[src/zops_ram.sv]
// Generic single-port-write, one-read RAM with registered read data.
module zops_ram #(
    parameter int WIDTH = 32,
    parameter int DEPTH = 64
) (
    input  logic                     i_clk,
    input  logic                     i_we,
    input  logic [$clog2(DEPTH)-1:0] i_waddr,
    input  logic [WIDTH-1:0]         i_wdata,
    input  logic [$clog2(DEPTH)-1:0] i_raddr,
    output logic [WIDTH-1:0]         o_rdata
);
    logic [WIDTH-1:0] r_mem [DEPTH];
    logic [WIDTH-1:0] r_rdata;

    always_ff @(posedge i_clk) begin
        if (i_we) begin
            r_mem[i_waddr] <= i_wdata;
        end
        r_rdata <= r_mem[i_raddr];
    end

    assign o_rdata = r_rdata;
endmodule

[config.mk]
export PLATFORM = sky130hd
export DESIGN_NAME = zops_ram
export DESIGN_NICKNAME = d
export VERILOG_FILES = /design/src/zops_ram.sv
export SDC_FILE = /design/constraint.sdc
export NUM_CORES = 2
export LEC_CHECK = 0
export BUFFER_PORTS_ARGS = -buffer_cell sky130_fd_sc_hd__buf_2
export CAP_MARGIN = 20
export CORE_ASPECT_RATIO = 2
export CORE_UTILIZATION = 45
export CTS_CLUSTER_SIZE = 14
export DETAILED_ROUTE_END_ITERATION = 12
export SYNTH_ARGS = -nofsm -noshare
export SYNTH_HDL_FRONTEND = slang
export SYNTH_SLANG_ARGS = --single-unit
[constraint.sdc]
create_clock -name i_clk -period 9.4 [get_ports i_clk]
set_input_delay 1.41 -clock i_clk [delete_from_list [all_inputs] [get_ports i_clk]]
set_output_delay 1.41 -clock i_clk [all_outputs]
set_load 0.01 [all_outputs]
# Word-level counts from Yosys, hierarchy flattened
# Memories as Yosys holds them, arrays and structs flattened. A register that Yosys moved wholly into a read port is not among the register bits.
# Index checks and enable logic that the tools add are counted.
dict set report word_totals {
  mem_bits_rw 2048
  out_inout_bits 32
  in_bits 46
  word_cells 3
  n_memories 1
  regBits 0
}
# memory words word_bits rd rd_clocked_by_memory_dff write_ports line
set mem_list {}
lappend mem_list {r_mem 64 32 1 1 1 13} ;# logic [WIDTH-1:0] r_mem [DEPTH];
dict set report op_classes {
  n_mux 2
}
# op n
set ops {}
lappend ops {{two-way mux 1 bit} 2}

# Depth between registers and ports, before layout
dict set report depth {
  ltp_word 2
  depth_mapped 10
  mapped_depth_nobuf 5
}

# Least setup slack after synthesis
# No wires, ideal clock.
dict set report synth_path {
  path_type {input-to-reg}
  from {input i_waddr[3]}
  to {memory r_mem[48][0], enable pin}
  path_stages 4
  slack_ps 4830
  arrival_ps 4109
  n_path_buf 1
  required_time_ps 8939
  setup_ps 461
  path_cell_list {clkbuf_1 nor2b_1 nand4b_1 nor3_1}
}
# element line
set synth_rtl {}
lappend synth_rtl {{start, declared} 8} ;# input logic [$clog2(DEPTH)-1:0] i_waddr,
lappend synth_rtl {{end, declared} 13}
# Straight into the memory's write port.

==> run summary <==
Outcome - finished, final reports clean
Synth Cell Area - 78,500 um2
Rows - 216
Reg2Reg Depth - 4
Die area - 176,000 um2
Tcrit/Tclk final - 47.6%
Peak VDD IR - 117 uV
Setup tns final - 0 ps
Layout overhead on the synthesized area - 11.6%
Largest net degree at the start of global routing - 108
Final Slew Violations - 0
HP Class - register to register
HPWL after DPL - 116,000 um
Mean Syn Cell Area - 23.6 um2
CTS H-tree lvls - 4
Yosys warns - 0
Post-layout util - 50.6%
Critical path arrival - 5190 ps
Vias/cell - 6.07
DR iter-0 viols - 3,603
Most used cell, CP - nor2_1
Worst slew pin tran - 1310 ps
Placed Area - 82,500 um2
Commonest cells after routing, fill and taps aside - edfxtp_1 (2,048), mux4_2 (544), clkbuf_16 (182)
Starting density of the core - 45.3%
Delay-heaviest family, CP - buffers and inverters
# Post-CTS Setup Buffers - 0
GR Overflow Total - 0
CTS clk-pin slew, worst paths - 60 ps
Clk_skew - 38.7 ps
Nature of the critical path startpoint - input pin
Final min period - 4470 ps
Seq cells post-synth - 2,080
Deepest clock path buffer count - 4
IO Pins - 78
Die Span Y - 593 um
GPL Wtd Cong - 0.823
Power density cells - 207 nW/um2
Share of cells above drive strength 1 - 28.0%
# DRC - 0
Crit path depth - 8
Worst path bufs/invs - 3
Post-CTS sizing - 0
Initial antenna violation count - 18
Post-CTS Hold Buffers - 0
CTS Buf Count - 179
Max Cap Violations - 0
Final setup viols - 0
Fillers - 13,365
Total Routing Usage GR - 24.0%
WL final - 209,000 um
Clock sink count - 2,080
CP Data Required Time - 10,120 ps
CP Cell Sequence - buf_8, buf_12, buf_4, mux4_2, o22ai_1, nor2_1, a21oi_1, nor2_1
Via count - 35,952
Die W - 297 um
DR WL/cell - 35.4 um
Sequential element share of the synthesized area - 79.1%
CTS tree - yes
RSZ-0062 raised after global routing - no
Layout net count - 3,573
Kind of critical path - input pin to register
Core Box Area - 173,000 um2
Vias in the first global route - 37,980
Max stage delay on crit path - 810 ps
Leading cell type in the layout, fill and taps excluded - edfxtp_1
Final Instance Area - 87,600 um2
Max frequency - 224 MHz
Netlist cell types - 34
CTS root buffer - clkbuf_16
Hold Path Stages - 4
Synth Instances - 3,324
Insertion delay to the later sink of the worst-skew pair - 820 ps
Worst hold slack - 737 ps
CP max-delay cell - nor2_1
I/O Buffers - 77
Total Power - 18.1 mW
Relative slew slack - 12.5%
Initial DRT Pass Iterations - 6
Global-route wire length before repair - 293,000 um
Setup crit end kind - register
Lkg Pwr - 26.8 nW
Critical Path Fanout Max - 86
Post-synthesis net count - 3,370
Final hold viol count - 0
Final ANT Viol Nets - 0
-- stage by stage --
stage	setup slack (ps)	instances
final	4930	5924
after detailed placement	4030	5635
after global routing	4840	5920
after floorplan	4830	3324
after global placement	4030	5631
after CTS	4880	5918
-- kinds of logic after synthesis --
| kind of cell | count (synthesis) | share of synthesized area (%) |
|---|---|---|
| compound gates | 202 | 1.67 |
| buf+inv | 182 | 1.13 |
| flops | 2080 | 79.1 |
| mux | 637 | 16.8 |
| simple gates | 223 | 1.27 |
-- report_power, final --
group | internal [mW] | switching (mW) | total, mW
registers | 10.3 | 0.0456 | 10.3
logic | 0.342 | 0.653 | 0.995
clock network | 3.67 | 3.17 | 6.84
-- routing by layer --
layer	part of all wire [%]	vias to the layer above	track usage, %
met5	0.033	-	0
met4	5.5	12	12.1
met3	5.1	334	2.97
met2	54	1239	43.6
met1	35	19780	27.8
li1	-	14587	-
-- path summary, 6_finish.rpt --
| check | startpoint | end | slack, ps |
|---|---|---|---|
| setup / recovery | i_raddr[0] | o_rdata[9] | 4930 |
| hold / removal | r_mem[12][4] | o_rdata[4] | 740 |
| setup reg to reg | r_mem[26][18] | o_rdata[18] | 7070 |
| hold reg to reg | r_mem[12][4] | o_rdata[4] | 740 |
-- registers in the layout, summed over array words and instances, names as in the netlist --
| name | flops |
|---|---|
| r_mem | 2048 |
| o_rdata | 32 |
-- cells in the mapped netlist --
| cell | n | area (um2) |
|---|---|---|
| a31oi_1 | 1 | 6.26 |
| dfxtp_1 | 32 | 641 |
| nand2_1 | 26 | 97.6 |
| o32ai_1 | 4 | 35.0 |
| buf_6 | 5 | 56.3 |
| a22oi_1 | 12 | 90.1 |
| or2_0 | 1 | 6.26 |
| a311oi_1 | 8 | 70.1 |
| or2_2 | 1 | 6.26 |
| edfxtp_1 | 2048 | 61500 |
| or2_1 | 1 | 6.26 |
| buf_1 | 21 | 78.8 |
| nor2_1 | 137 | 514 |
| nor2b_1 | 15 | 93.8 |
| o221ai_1 | 27 | 236 |
| nand2b_1 | 8 | 50.1 |
| a21oi_1 | 62 | 310 |
| or3b_1 | 2 | 17.5 |
| buf_2 | 57 | 285 |
| nor3_1 | 7 | 35.0 |
| nand4_1 | 2 | 12.5 |
| and3_1 | 4 | 25.0 |
| or3_1 | 3 | 18.8 |
| nand4b_1 | 1 | 8.76 |
| o22ai_1 | 84 | 526 |
| or3b_2 | 3 | 26.3 |
| clkbuf_1 | 74 | 278 |
| nand3_1 | 5 | 25.0 |
| nand3b_1 | 5 | 37.5 |
| and2_1 | 2 | 12.5 |
| buf_4 | 25 | 188 |
| mux2i_1 | 93 | 931 |
| mux4_2 | 544 | 12300 |
| a41o_1 | 4 | 40.0 |
-- worst register-to-register path: cells and delay by family (launching register included) --
family	cells	cell delay (ps)
flops	1	380
simple gates	1	130
mux	2	1050
compound gates	1	630
-- final cells by class --
| type | count | area [um2] | area share, % |
|---|---|---|---|
| sequential | 2080 | 62100 | 70.9 |
| clock buffer | 272 | 5000 | 5.71 |
| antenna | 6 | 15.0 | 0.0171 |
| clock inverter | 11 | 88.8 | 0.101 |
| timing repair buffer | 204 | 1530 | 1.75 |
| tap | 2289 | 2860 | 3.27 |
| multi-input combinational | 1062 | 16000 | 18.2 |
Note: power is estimated with default switching activity, not from simulation.
