$ cat src/zops_pkg.sv
// Package: shared constants and types for the Z-order point sorter.
package zops_pkg;

    localparam int DIMS_DEF       = 3;
    localparam int MAX_POINTS_DEF = 64;
    localparam int DEPTH          = 64;
    localparam int IDX_W          = 6;
    localparam int CNT_W          = 7;
    localparam int COORD_W        = 32;
    localparam int KEY_W          = 64;
    localparam int SPAN_W         = 33;

    typedef enum logic [2:0] {
        S_LOAD,
        S_QREAD,
        S_QDIV,
        S_SORT,
        S_EMIT
    } t_state;

    // One sort pass step's compare result.
    typedef struct packed {
        logic swap;
        logic pass_done;
    } t_sort_stat;

endpackage

$ cat src/zops_quant.sv
// Bit-serial quantizer: floor(off * 2^B / span), clamped, span 0 gives 0.
module zops_quant #(
    parameter int QBITS = 21
) (
    input  logic                             i_clk,
    input  logic                             i_rst_n,
    input  logic                             i_start,
    input  logic [zops_pkg::SPAN_W-1:0]      i_off,
    input  logic [zops_pkg::SPAN_W-1:0]      i_span,
    output logic                             o_done,
    output logic [QBITS-1:0]                 o_cell
);
    localparam int STEP_W = $clog2(QBITS + 1);

    logic                          r_busy, n_busy;
    logic [STEP_W-1:0]             r_step, n_step;
    logic [zops_pkg::SPAN_W:0]     r_rem, n_rem;
    logic [QBITS:0]                r_q, n_q;
    logic [zops_pkg::SPAN_W-1:0]   r_span, n_span;
    logic                          r_done, n_done;
    logic [zops_pkg::SPAN_W:0]     w_sh;

    always_comb begin
        n_busy = r_busy;
        n_step = r_step;
        n_rem  = r_rem;
        n_q    = r_q;
        n_span = r_span;
        n_done = 1'b0;
        w_sh   = {r_rem[zops_pkg::SPAN_W-1:0], 1'b0};
        if (i_start) begin
            n_busy = 1'b1;
            n_step = '0;
            n_span = i_span;
            if (i_off >= i_span) begin
                n_q   = {{QBITS{1'b0}}, 1'b1};
                n_rem = {1'b0, i_off - i_span};
            end else begin
                n_q   = '0;
                n_rem = {1'b0, i_off};
            end
        end else if (r_busy) begin
            if (w_sh >= {1'b0, r_span}) begin
                n_rem = w_sh - {1'b0, r_span};
                n_q   = {r_q[QBITS-1:0], 1'b1};
            end else begin
                n_rem = w_sh;
                n_q   = {r_q[QBITS-1:0], 1'b0};
            end
            n_step = r_step + 1'b1;
            if (r_step == STEP_W'(QBITS - 1)) begin
                n_busy = 1'b0;
                n_done = 1'b1;
            end
        end
    end

    always_ff @(posedge i_clk) begin
        if (!i_rst_n) begin
            r_busy <= 1'b0;
            r_done <= 1'b0;
        end else begin
            r_busy <= n_busy;
            r_done <= n_done;
        end
        r_step <= n_step;
        r_rem  <= n_rem;
        r_q    <= n_q;
        r_span <= n_span;
    end

    // Quotient may reach 2^B only at the top of range; clamp. Zero span gives 0.
    assign o_done = r_done;
    assign o_cell = (r_span == '0) ? '0 :
                    (r_q[QBITS] ? {QBITS{1'b1}} : r_q[QBITS-1:0]);
endmodule

$ cat config.mk
export PLATFORM = sky130hd
export DESIGN_NAME = zops_quant
export DESIGN_NICKNAME = d
export VERILOG_FILES = /design/src/zops_pkg.sv /design/src/zops_quant.sv
export SDC_FILE = /design/constraint.sdc
export NUM_CORES = 1
export LEC_CHECK = 0
export ABC_AREA = 1
export ABC_CLOCK_PERIOD_IN_PS = 1950
export BUFFER_PORTS_ARGS = -buffer_cell sky130_fd_sc_hd__buf_2
export CAP_MARGIN = 10
export CORE_UTILIZATION = 50
export DETAILED_ROUTE_END_ITERATION = 10
export HOLD_SLACK_MARGIN = 0.06
export MAX_ROUTING_LAYER = met4
export PLACE_DENSITY = 0.71
export SYNTH_ARGS = -nofsm -noshare
export SYNTH_HDL_FRONTEND = slang
export SYNTH_SLANG_ARGS = --single-unit
$ cat constraint.sdc
create_clock -name i_clk -period 1.95 [get_ports i_clk]
set_input_delay 0.0975 -clock i_clk [delete_from_list [all_inputs] [get_ports i_clk]]
set_output_delay 0.0975 -clock i_clk [all_outputs]
set_load 0.05 [all_outputs]
Word level (Yosys, flattened, before mapping)
Index checks and enable logic that the tools add are counted.
{"block": "classes", "n_shift": 0, "n_div": 0, "order_cmp": 2, "n_addsub": 3, "mux": 14, "multipliers": 0, "reduce_logical": 3, "n_eq_ne": 1, "n_bitwise": 2}
{"cell": "2-to-1 mux 33 bit", "n": 4}
{"cell": "subtractor 33 bit", "n": 2}
{"cell": "2-to-1 mux 22 bit", "n": 2}
{"cell": "2-to-1 mux 21 bit", "n": 2}
{"cell": "greater-or-equal comparator 34 x 33 -> 1 bit", "n": 1}
{"cell": "greater-or-equal comparator 33 bit", "n": 1}
{"cell": "logical NOT 33 bit", "n": 1}
{"cell": "2-to-1 mux 1 bit", "n": 6}
{"cell": "adder 5 x 1 -> 5 bit, second input constant", "n": 1}
{"cell": "== test 5 bit, second input constant", "n": 1}
{"cell": "OR reduction 3 bit", "n": 1}
{"cell": "inverter 1 bit", "n": 2}
{"cell": "nonzero test 2 bit", "n": 1}
{"block": "word_totals", "latchBits": 0, "inputBits": 69, "register_bits": 95, "mem_bits_rw": 0, "rom_bits": 0, "memories": 0, "output_inout_bits": 22, "elab_cells": 31}

Logic depth before layout (Yosys ltp)
Gate-level depths: netlist (run 1).
{"block": "logic_depth", "ltp_word": 4, "mapped_depth": 17, "ltp_nobuf": 16}

Least setup slack after synthesis (run 1)
No wires, ideal clock.
{"block": "synth_timing", "path_kind": "register to register", "from": "reg r_rem[24] in the netlist's numbering", "to": "reg r_rem[12] in the netlist's numbering, data pin", "arrival_time_ns": 1.837, "path_stages_with_launch": 13, "path_buffers": 1, "period_less_slack_ns": 2.091, "slack_ns": -0.141, "required_ns": 1.697, "setup_time_ns": 0.253, "path_cell_list": "edfxtp_1 > ha_1 > nand2_1 > inv_2 > nand2_2 > inv_2 > a21oi_2 > nor2_2 > nor2_8 > buf_2 > nand3b_1 > nand3_1 > nand2_1"}
{"block": "synth_between", "elab_chain_len": 4}
{"item": "start, declared", "line": "zops_quant.sv:17", "source": "logic [zops_pkg::SPAN_W:0] r_rem, n_rem;"}
{"item": "start signal, assigned", "line": "zops_quant.sv:67", "source": "r_rem <= n_rem;"}
{"item": "greater-or-equal comparator 34 x 33 -> 1 bit", "line": "zops_quant.sv:43", "source": "if (w_sh >= {1'b0, r_span}) begin"}
{"item": "2-to-1 mux 33 bit", "line": "zops_quant.sv:43"}
{"item": "2-to-1 mux 33 bit", "line": "zops_quant.sv:42", "source": "end else if (r_busy) begin"}
{"item": "2-to-1 mux 33 bit", "line": "zops_quant.sv:31", "source": "if (i_start) begin"}
{"item": "named net n_rem (one bit)", "line": "zops_quant.sv:17"}
The timed path passes the listed nets, and every way through them passes these cells. The select of a mux whose other input is x is not followed.
A chain may end at the register's enable or synchronous reset.

Worst setup path after layout (run 1)
{"block": "layout_timing", "from": "reg r_span[15] in the netlist's numbering", "to": "out o_cell[20]"}
{"block": "layout_between", "elab_chain_len": 2}
{"item": "start, declared", "line": "zops_quant.sv:19", "source": "logic [zops_pkg::SPAN_W-1:0] r_span, n_span;"}
{"item": "start signal, assigned", "line": "zops_quant.sv:69", "source": "r_span <= n_span;"}
{"item": "logical NOT 33 bit", "line": "zops_quant.sv:74", "source": "assign o_cell = (r_span == '0) ? '0 :"}
{"item": "2-to-1 mux 21 bit", "line": "zops_quant.sv:74"}
{"item": "end, declared", "line": "zops_quant.sv:11", "source": "output logic [QBITS-1:0] o_cell"}
No other way between the ends.

==> results of run 1 <==
-- final cells by class --
cell class	instances	area, sq um
Antenna cell	2	5.005
Clock buffer	10	229.0
Clock inverter	6	53.80
Fill cell	1457	4307
Inverter	347	1303
Multi-Input combinational cell	1163	6872
Sequential cell	95	2783
Tap cell	265	331.6
Timing Repair Buffer	490	3835
-- cell families after synthesis --
kind of cell             synth area share [%]
buffers and inverters                   14.72
XOR/XNOR                                2.487
AO/OA/AOI/OAI                           4.239
adder cells (fa/ha/maj)                 8.722
flip-flops                              27.24
AND/OR/NAND/NOR                         42.58
-- power by group through the flow --
stage	combinational, mW	sequential (mW)	clock (mW)
2_1_floorplan	4.62	2.91	0
3_3_place_gp	7.53	2.97	0
3_5_place_dp	7.62	2.98	0
4_1_cts	8.65	2.95	1.73
5_1_grt	9.86	3.01	1.82
6_report	9.16	2.99	1.75
-- cells in the final DEF, fill, tap and decap left out, drive strengths merged, types with 12 or more instances in the layout --
cell type    count
nand3          151
inv            350
nand4           21
a21oi           59
edfxtp          88
ha              68
nand2          610
nor2           130
nor3            12
xnor2           27
buf            456
dlygate4sd3     34
nand3b          48
-- sequential cells by signal (all words and copies together) (netlist names) --
register  count
r_span       33
r_step        5
o_done        1
r_q          22
r_rem        33
r_busy        1
-- how the worst max path moves through the flow --
stage	end	from	slack, ps	cells past startpoint
2_1_floorplan	r_rem[28]	r_rem[4]	-20	16
3_3_place_gp	r_rem[32]	r_rem[31]	-570	14
3_5_place_dp	r_rem[32]	r_rem[31]	-540	14
4_1_cts	o_cell[2]	r_span[1]	-450	7
5_1_grt	o_cell[9]	r_span[15]	-610	7
6_report	o_cell[20]	r_span[15]	-530	7
-- timing repair --
action                     CTS  global route
gates cloned                 5             0
hold endpoints to repair    35             0
resized for setup          122            40
buffers inserted            20             3
setup endpoints to repair   55            55
pin swaps                   51            20
hold buffers                34             0
-- stage by stage --
stage	setup slack [ps]	power [mW]	util, %
after floorplan	-24.31	7.530	-
after global placement	-574.8	10.50	70.52
after detailed placement	-536.9	10.60	70.52
after CTS	-453.9	13.34	77.38
after global routing	-607.4	14.69	78.16
final	-530.3	13.91	78.16
-- routing by layer --
layer	share of wire, %	wire, microns	global-route usage (%)	up-vias
met5	0	0	-	-
met4	4.9	1908	17.34	0
met3	6.1	2369	2.767	108
met2	46	17940	61.61	508
met1	43	16460	47.89	5632
li1	-	-	-	6017
==> results.md, run 1 <==
- Switching Power: 6.130 mW
- Layout cells sized above 1: 31.31%
- Pin slew with the least headroom to its limit: 759.0 ps
- Sw Ratio: 44.08%
- Worst Path Max Fanout: 11
- DIE AREA: 21000 sq um
- Top_reg_cell synth: edfxtp_1
- Rows: 51
- Synth top cells by count: nand2_1 (587), inv_1 (340), nand3_1 (148)
- Worst-skew pair later-pin latency: 370 ps
- Hold Crit Depth: 1
- Core ar.: 19720 sq um
- GRT Total Usage: 37.79%
- Via count: 12265
- CP dominant cell by count: buf_6
- Wire length per cell: 16.26 microns
- Finished layout cell area: 15410 sq um
- Worst VDD drop: 0.0004827 V
- Top-count cell post-synth: nand2_1
- DRC: 0
- Initial drt markers: 1265
- R2R Path End: r_rem[26]
- Cells after Synth: 1635
- CP arrival: 2380 ps
- Post-DP HPWL: 29180 microns
- Family with the most delay on the worst path: simple AND/OR/NAND/NOR gates
- H-tree levels: 3
- Ports: 91
- CTS max path bufs: 2
- #FFs+latches synth: 95
- Relative slew slack: 49.35%
- Leak pwr: 8.344 nW
- Max Freq: 403.2 MHz
- Clock Power Share: 12.6%
- Area Overhead vs Synth: 50.89%
- Cell Chain, Critical Path: buf_6 -> nor4_4 -> nand4_1 -> nor3_4 -> buf_6 -> a21oi_1 -> buf_4
- Drt first pass iters: 5
- Number of synthesized flops with an enable pin: 88
- Worst-path clk slew: 70 ps
- Buf/Inv on CP: 3
- Antenna violations before repair: 2
- Post-synth top area share: 25.87%
- Mean Syn Cell Area: 6.247 sq um
- Worst path max stage delay: 420 ps
- Fin crit share: 127.2%
- Worst setup EP type: primary output
- Internal: 7.776 mW
- Avg Vias per Cell: 5.158
- Sequential cell area fraction in the yosys report: 27.24%
- Pwr dens: 902.4 nW/um^2
- CTS tree: done
- Setup TNS: -25240 ps
- Status: complete, but fails checks
- Flop-to-flop setup slack: -490 ps
- Crit path time final: 2480 ps
- Die Height: 144.9 microns
- HP Start: i_start
- Placed cell areas: 13900 sq um
- Post-synthesis cell type count: 41
- Gate power share: 65.9%
- Max Transition Viols Final: 0
- Critical Path RT: 1850 ps
- FF-to-FF path depth: 19
- Final-stage net count: 2245
- Max stage delay cell, worst path: edfxtp_1
- Ys async rst share: 0%
- Failing checks: setup timing
- Post-Syn Nets: 1774
- Hold Fails Final Rpt: 0
- Vias in the first global route: 11858
- Hold Path End: r_span[2]
- First-pass GRT wire length: 60090 microns
- WL final: 38680 microns
- Inst Count DP: 2302
- Initial core utilization: 51.80%
- Max Cap Violations: 0
- Hold WC Path Type: in2reg
- Clock skew: 15.98 ps
- Sequential share of power: 21.5%
- Hold_ws: 161.1 ps
- GRT Residual Overflow: 0
- Yosys warns: 0
- Worst R2R Start: r_span[5]
- Final Non-Filler Cells: 2378
- CP startpoint kind: flip-flop
- Pin count of the biggest net entering global routing: 50
- Num Clock Sinks: 95
- Setup-failing EPs final: 55
- GPL Wtd Cong: 1.028
- Worst setup margin: -530.3 ps
- Antenna viol nets, final: 0
- Die width: 144.9 microns
- Synth top area cells: edfxtp_1 (26%), nand2_1 (22%), inv_1 (12%)
- Setup repair after global routing missed its margin: yes
- Synth area leader: edfxtp_1
- Setup Crit Path Kind: reg2out
- I/O Buffers: 90
- Post-synthesis instance area: 10210 sq um
- TritonCTS Buffers: 9
- CTS root buf: clkbuf_16
Note: power is estimated with default switching activity, not from simulation.
==> run 2: changes to the inputs <==
SKIP_CTS_REPAIR_TIMING = 1   (was not set)
==> run 2 against run 1 <==
  * The flow still finishes with violations (setup timing)
  * Wire length fell by 4.3%
  * Largest power group unchanged
  * Fmax fell by 1.4%
  * Highest routed layer unchanged
  * Power fell by 4.2%
  * Final cell count fell by 0.25%
  * Critical path type unchanged
==> results.md, run 2 (synthesis results as in run 1) <==
- Status: complete, but fails checks
- Failing checks: setup timing
- Worst setup margin: -564.6 ps
- FF+latch area: 2783 sq um
- Most Used Layer, Global Route: met2
- Drt first pass iters: 5
- Pin slew with the least headroom to its limit: 709.8 ps
- Crit path time final: 2515 ps
- CTS max path bufs: 2
- Leak pwr: 8.211 nW
- Setup repair after global routing missed its margin: yes
- Hold WC Path Type: in2reg
- Final Non-Filler Cells: 2372
- Worst-path clk slew: 80 ps
- Avg Vias per Cell: 5.056
- Fin crit share: 129.0%
- Die width: 144.9 microns
- Cell Chain, Critical Path: nor4_2 -> nand4_1 -> nor3_2 -> buf_12 -> a21oi_1 -> buf_4
- Rows: 51
- Num Clock Sinks: 95
- Antenna viol nets, final: 0
- CTS tree: done
- Initial drt markers: 962
- CP startpoint kind: flip-flop
- CTS root buf: clkbuf_16
- Clock skew: 18.28 ps
- Antenna violations before repair: 1
- Clock Power Share: 13.0%
- Met3 Use GR: 2.579%
- Max stage delay cell, worst path: edfxtp_1
- Sequential share of power: 22.4%
- GR Util met1: 44.54%
- Worst path max stage delay: 490 ps
- Area Overhead vs Synth: 48.29%
- Hold Fails Final Rpt: 0
- Via count: 11992
- Max Cap Violations: 0
- Ports: 91
- Vias in the first global route: 10976
- CP arrival: 2420 ps
- Layout cells sized above 1: 30.01%
- Max Freq: 397.7 MHz
- Family with the most delay on the worst path: simple AND/OR/NAND/NOR gates
- Final-stage net count: 2240
- Top flop regs: r_rem x33, r_span x33, r_q x22
- Post-DP HPWL: 29180 microns
- Worst setup EP type: primary output
- Internal: 7.536 mW
- Pwr dens: 879.8 nW/um^2
- Relative slew slack: 52.63%
- DIE AREA: 21000 sq um
- Setup Crit Path Kind: reg2out
- TritonCTS Buffers: 9
- GRT Residual Overflow: 0
- DRC: 0
- First-pass GRT wire length: 54660 microns
- WL final: 37020 microns
- Critical Path RT: 1850 ps
- Gate power share: 64.7%
- Final Total Pwr: 13.32 mW
- Initial core utilization: 51.80%
- Worst VDD drop: 0.0004852 V
- Worst-skew pair later-pin latency: 370 ps
- H-tree levels: 3
- Sw Ratio: 43.44%
- Met2 Resource Use GR: 55.02%
- Setup-failing EPs final: 55
- # fillers: 1526
- GPL Wtd Cong: 1.028
- Pin count of the biggest net entering global routing: 50
- Most common cell after layout, fill and taps aside: nand2_1
- I/O Buffers: 90
- Max Transition Viols Final: 0
- GRT Total Usage: 34.44%
- Worst Path Max Fanout: 21
- Core ar.: 19720 sq um
- Switching Power: 5.788 mW
- Wire length per cell: 15.60 microns
- Die Height: 144.9 microns
- Area of the multi-input gates: 6716 sq um
- Buf/Inv on CP: 2
- Inst Count DP: 2302
- Commonest non-fill, non-tap cells in the layout: nand2_1 (554), buf_4 (364), inv_1 (324)
run 2: cell count changes in the layout (fill, tap and decap cells not counted), sizes merged:
cell and delta:
buf -9, clkbuf +3, diode -1, nand2 +1
run 2: per-stage QoR:
stage	setup slack, ps	hold WS [ps]	TNS [ps]	util (%)	cell area (sq um)
finish	-564.6	161.8	-23940	76.81	15150
global route	-601.3	154.6	-26570	76.81	15150
CTS	-572.5	-81.64	-27320	71.95	14190
detailed placement	-536.9	289.8	-19200	70.52	13900
global placement	-574.8	291.1	-18760	70.52	13900
floorplan	-24.31	196.4	-289.4	-	10680
run 2: path summary, 6_finish.rpt:
kind	end	from	slack, ps	depth (start not counted)
max	o_cell[13]	r_span[1]	-560	6
min	r_span[32]	i_start	160	1
max reg2reg	r_rem[30]	r_rem[31]	-440	11
min reg2reg	r_step[4]	r_step[4]	450	1
run 2: power groups by stage:
stage	clock network [mW]	logic [mW]	registers, mW
after global placement	0	7.53	2.97
after global routing	1.81	9.34	3.01
after floorplan	0	4.62	2.91
after detailed placement	0	7.62	2.98
final	1.73	8.62	2.98
after CTS	1.73	7.68	2.94
run 2: worst reg2reg max path: stages (launching register included):
cell and delay, ps:
edfxtp_1 510, ha_4 340, inv_4 50, nor3_4 240
nand2_2 140, nor2_4 180, nand2_8 120, nand2_8 160
buf_12 130, nand3_1 120, nand2_1 90, nand2_1 60
run 2: per-layer routing:
metal / vias to the layer above / wire (microns)
met4: 0 / 1544
met3: 74 / 2334
met5: - / 0
met2: 421 / 17050
li1: 6012 / -
met1: 5485 / 16090
run 2: layout make-up:
cell class | count | share of cell area (%)
Multi-Input combinational cell | 1164 | 44.35
Clock inverter | 6 | 0.3552
Timing Repair Buffer | 484 | 24.59
Clock buffer | 10 | 1.512
Inverter | 347 | 8.616
Antenna cell | 1 | 0.01652
Sequential cell | 95 | 18.37
Tap cell | 265 | 2.189
==> run 3: changes to the inputs <==
ABC_AREA = 0   (was 1)
PLACE_DENSITY = 0.72   (was 0.71)
==> run 3 against run 2 <==
  * The flow still finishes with violations (setup timing)
  * Register-to-register slack worse by 950 ps
  * Non-clock buffer count is 86 lower
  * Combinational power fell by 16%
  * Sequential share of layout area grew 5.2 points
  * Critical path type is now reg2reg
==> results.md, run 3 <==
- Layout cells sized above 1: 32.96%
- Area Overhead vs Synth: 44.93%
- Worst setup margin: -1388 ps
- Post-synthesis cell type count: 69
- I/O Buffers: 90
- Ports: 91
- Vias in the first global route: 8047
- Critical Path RT: 2020 ps
- Post-Syn Nets: 1097
- H-tree levels: 3
- Initial drt markers: 954
- Die Height: 129.8 microns
- # fillers: 1080
- Fin crit share: 171.2%
- DIE AREA: 16840 sq um
- CTS max path bufs: 2
- Failing checks: setup timing
- Worst VDD drop: 0.0006311 V
- Worst path max stage delay: 490 ps
- Hold WC Path Type: in2reg
- Max Cap Violations: 0
- Initial core utilization: 51.38%
- Synth Area in Compound Gates: 21.72%
- Cells after Synth: 958
- CP arrival: 3410 ps
- Synth area leader: edfxtp_1
- Drt first pass iters: 6
- Antenna viol nets, final: 0
- #FFs+latches synth: 95
- Inst Count DP: 1495
- Number of synthesized flops with an enable pin: 88
- Hold Fails Final Rpt: 0
- Commonest non-fill, non-tap cells in the layout: buf_4 (263), inv_1 (99), nor2_1 (89)
- R2R Path End: r_rem[10]
- Top-count cell post-synth: inv_1
- Wire length per cell: 18.44 microns
- Crit path time final: 3338 ps
- Setup TNS: -53470 ps
- Synth top cells by count: inv_1 (100), nor2_1 (94), edfxtp_1 (88)
- Die width: 129.8 microns
- Pwr dens: 1028 nW/um^2
- Antenna violations before repair: 0
- Synth top area cells: edfxtp_1 (32%), ha_1 (10%), a21oi_1 (4.6%)
- Post-synth top area share: 32.38%
- Sequential cell area fraction in the yosys report: 34.09%
- TritonCTS Buffers: 9
- Setup Crit Path Kind: reg2reg
- Via count: 8944
- Setup-failing EPs final: 55
- GRT Total Usage: 31.57%
- DRC: 0
- XOR/XNOR share of the synthesized area: 5.795%
- Cell Chain, Critical Path: inv_2 -> ha_4 -> a21o_1 -> or3_4 -> o2111ai_4 -> a2111o_1 -> nand3_2 -> a311o_2 -> clkbuf_16 -> mux2_1 -> nor2_1 -> a31oi_1
- Final Non-Filler Cells: 1551
- Clock skew: 14.22 ps
- Ys async rst share: 0%
- Worst setup EP type: flip-flop
- Crit path launch: r_span[5]
- Avg Vias per Cell: 5.767
- Worst Path Max Fanout: 6
- Max Freq: 299.6 MHz
- Top flop regs: r_rem x33, r_span x33, r_q x22
- Max stage delay cell, worst path: a311o_2
- Core ar.: 15890 sq um
- Most common cell after layout, fill and taps aside: buf_4
- Max Transition Viols Final: 0
- Relative slew slack: 63.85%
- Leak pwr: 5.673 nW
- Pin slew with the least headroom to its limit: 537.4 ps
- Rows: 46
- Mean Syn Cell Area: 8.519 sq um
- CTS tree: done
- First-pass GRT wire length: 39900 microns
- Fraction of the mapped netlist area in simple logic gates: 17.42%
- Post-DP HPWL: 20250 microns
- Final-stage net count: 1469
- ANT cells: 0
- Top_reg_cell synth: edfxtp_1
- Flop-to-flop setup slack: -1390 ps
- FF-to-FF path depth: 12
- Num Clock Sinks: 95
- GPL Wtd Cong: 1.012
- CP endpoint: r_rem[10]
- Yosys warns: 0
- Mux share of post-synthesis cell area: 3.219%
- Setup repair after global routing missed its margin: yes
- Final Total Pwr: 12.16 mW
- Worst R2R Start: r_span[5]
- FF+latch area: 2783 sq um
- CTS root buf: clkbuf_16
- Worst-path clk slew: 70 ps
- Pin count of the biggest net entering global routing: 66
- Area of the multi-input gates: 5074 sq um
- Status: complete, but fails checks
- Largest family of logic cells by synthesized area: compound AO/OA/AOI/OAI gates
- GRT Residual Overflow: 0
- WL final: 28600 microns
- CP startpoint kind: flip-flop
- Worst-skew pair later-pin latency: 350 ps
- Post-synthesis instance area: 8162 sq um
- Synth Area in Adders: 10.92%
## run 3: worst min-delay path by stage
stage / from / to / cells after the start
CTS: i_span[26] / r_span[26] / 1
floorplan: i_span[0] / r_span[0] / 0
global placement: i_span[15] / r_span[15] / 1
finish: i_span[4] / r_span[4] / 2
global route: i_span[4] / r_span[4] / 2
detailed placement: i_span[15] / r_span[15] / 1
## run 3: cell type report
| cell class | count | area share [%] |
|---|---|---|
| clock inverters | 7 | 0.8568 |
| multi-input cells | 725 | 42.89 |
| inverters | 101 | 3.205 |
| flip-flops and latches | 95 | 23.52 |
| clock buffers | 9 | 1.904 |
| repair buffers | 398 | 25.33 |
| well taps | 216 | 2.285 |
## run 3: cell families (layout without fill, tap and decap cells)
kind of cell             after synthesis  after routing
AND/OR/NAND/NOR                      302            302
AO/OA/AOI/OAI                        275            275
buffers and inverters                138            515
flip-flops                            95             95
adder cells (fa/ha/maj)               70             70
XOR/XNOR                              54             54
multiplexers                          24             24
## run 3: metal layers
metal  up-vias  wire, microns  global-route usage (%)
met2       471          13140                   48.69
met3        96           2218                   3.608
met5         -              0                       -
li1       4196              -                       -
met4         0           1176                   12.45
met1      4181          12060                   42.51
## run 3: critical path, delay by kind of cell, from the launching register on
family | cells | cell delay, ps
AOI/OAI and AO/OA | 5 | 1190
and+or+nand+nor | 3 | 590
DFF | 1 | 430
muxes | 1 | 330
buffers and inverters | 2 | 290
adders and majority gates | 1 | 200
## run 3: stage by stage
stage	util [%]	setup slack (ps)	hold slack [ps]	instance area, sq um
finish	74.46	-1388	86.14	11830
global route	74.46	-1434	65.26	11830
CTS	70.50	-1193	-72.68	11200
detailed placement	68.45	-1170	294.1	10870
global placement	68.45	-1045	289.8	10870
floorplan	-	-909.0	196.4	8254
## run 3: power by group
part / switching, mW / internal [mW] / total, mW / leakage (nW)
registers: 0.265 / 2.67 / 2.94 / 0.944
clock network: 0.837 / 1.14 / 1.98 / 0.158
logic: 3.75 / 3.49 / 7.24 / 4.57
total: 4.85 / 7.31 / 12.2 / 5.67
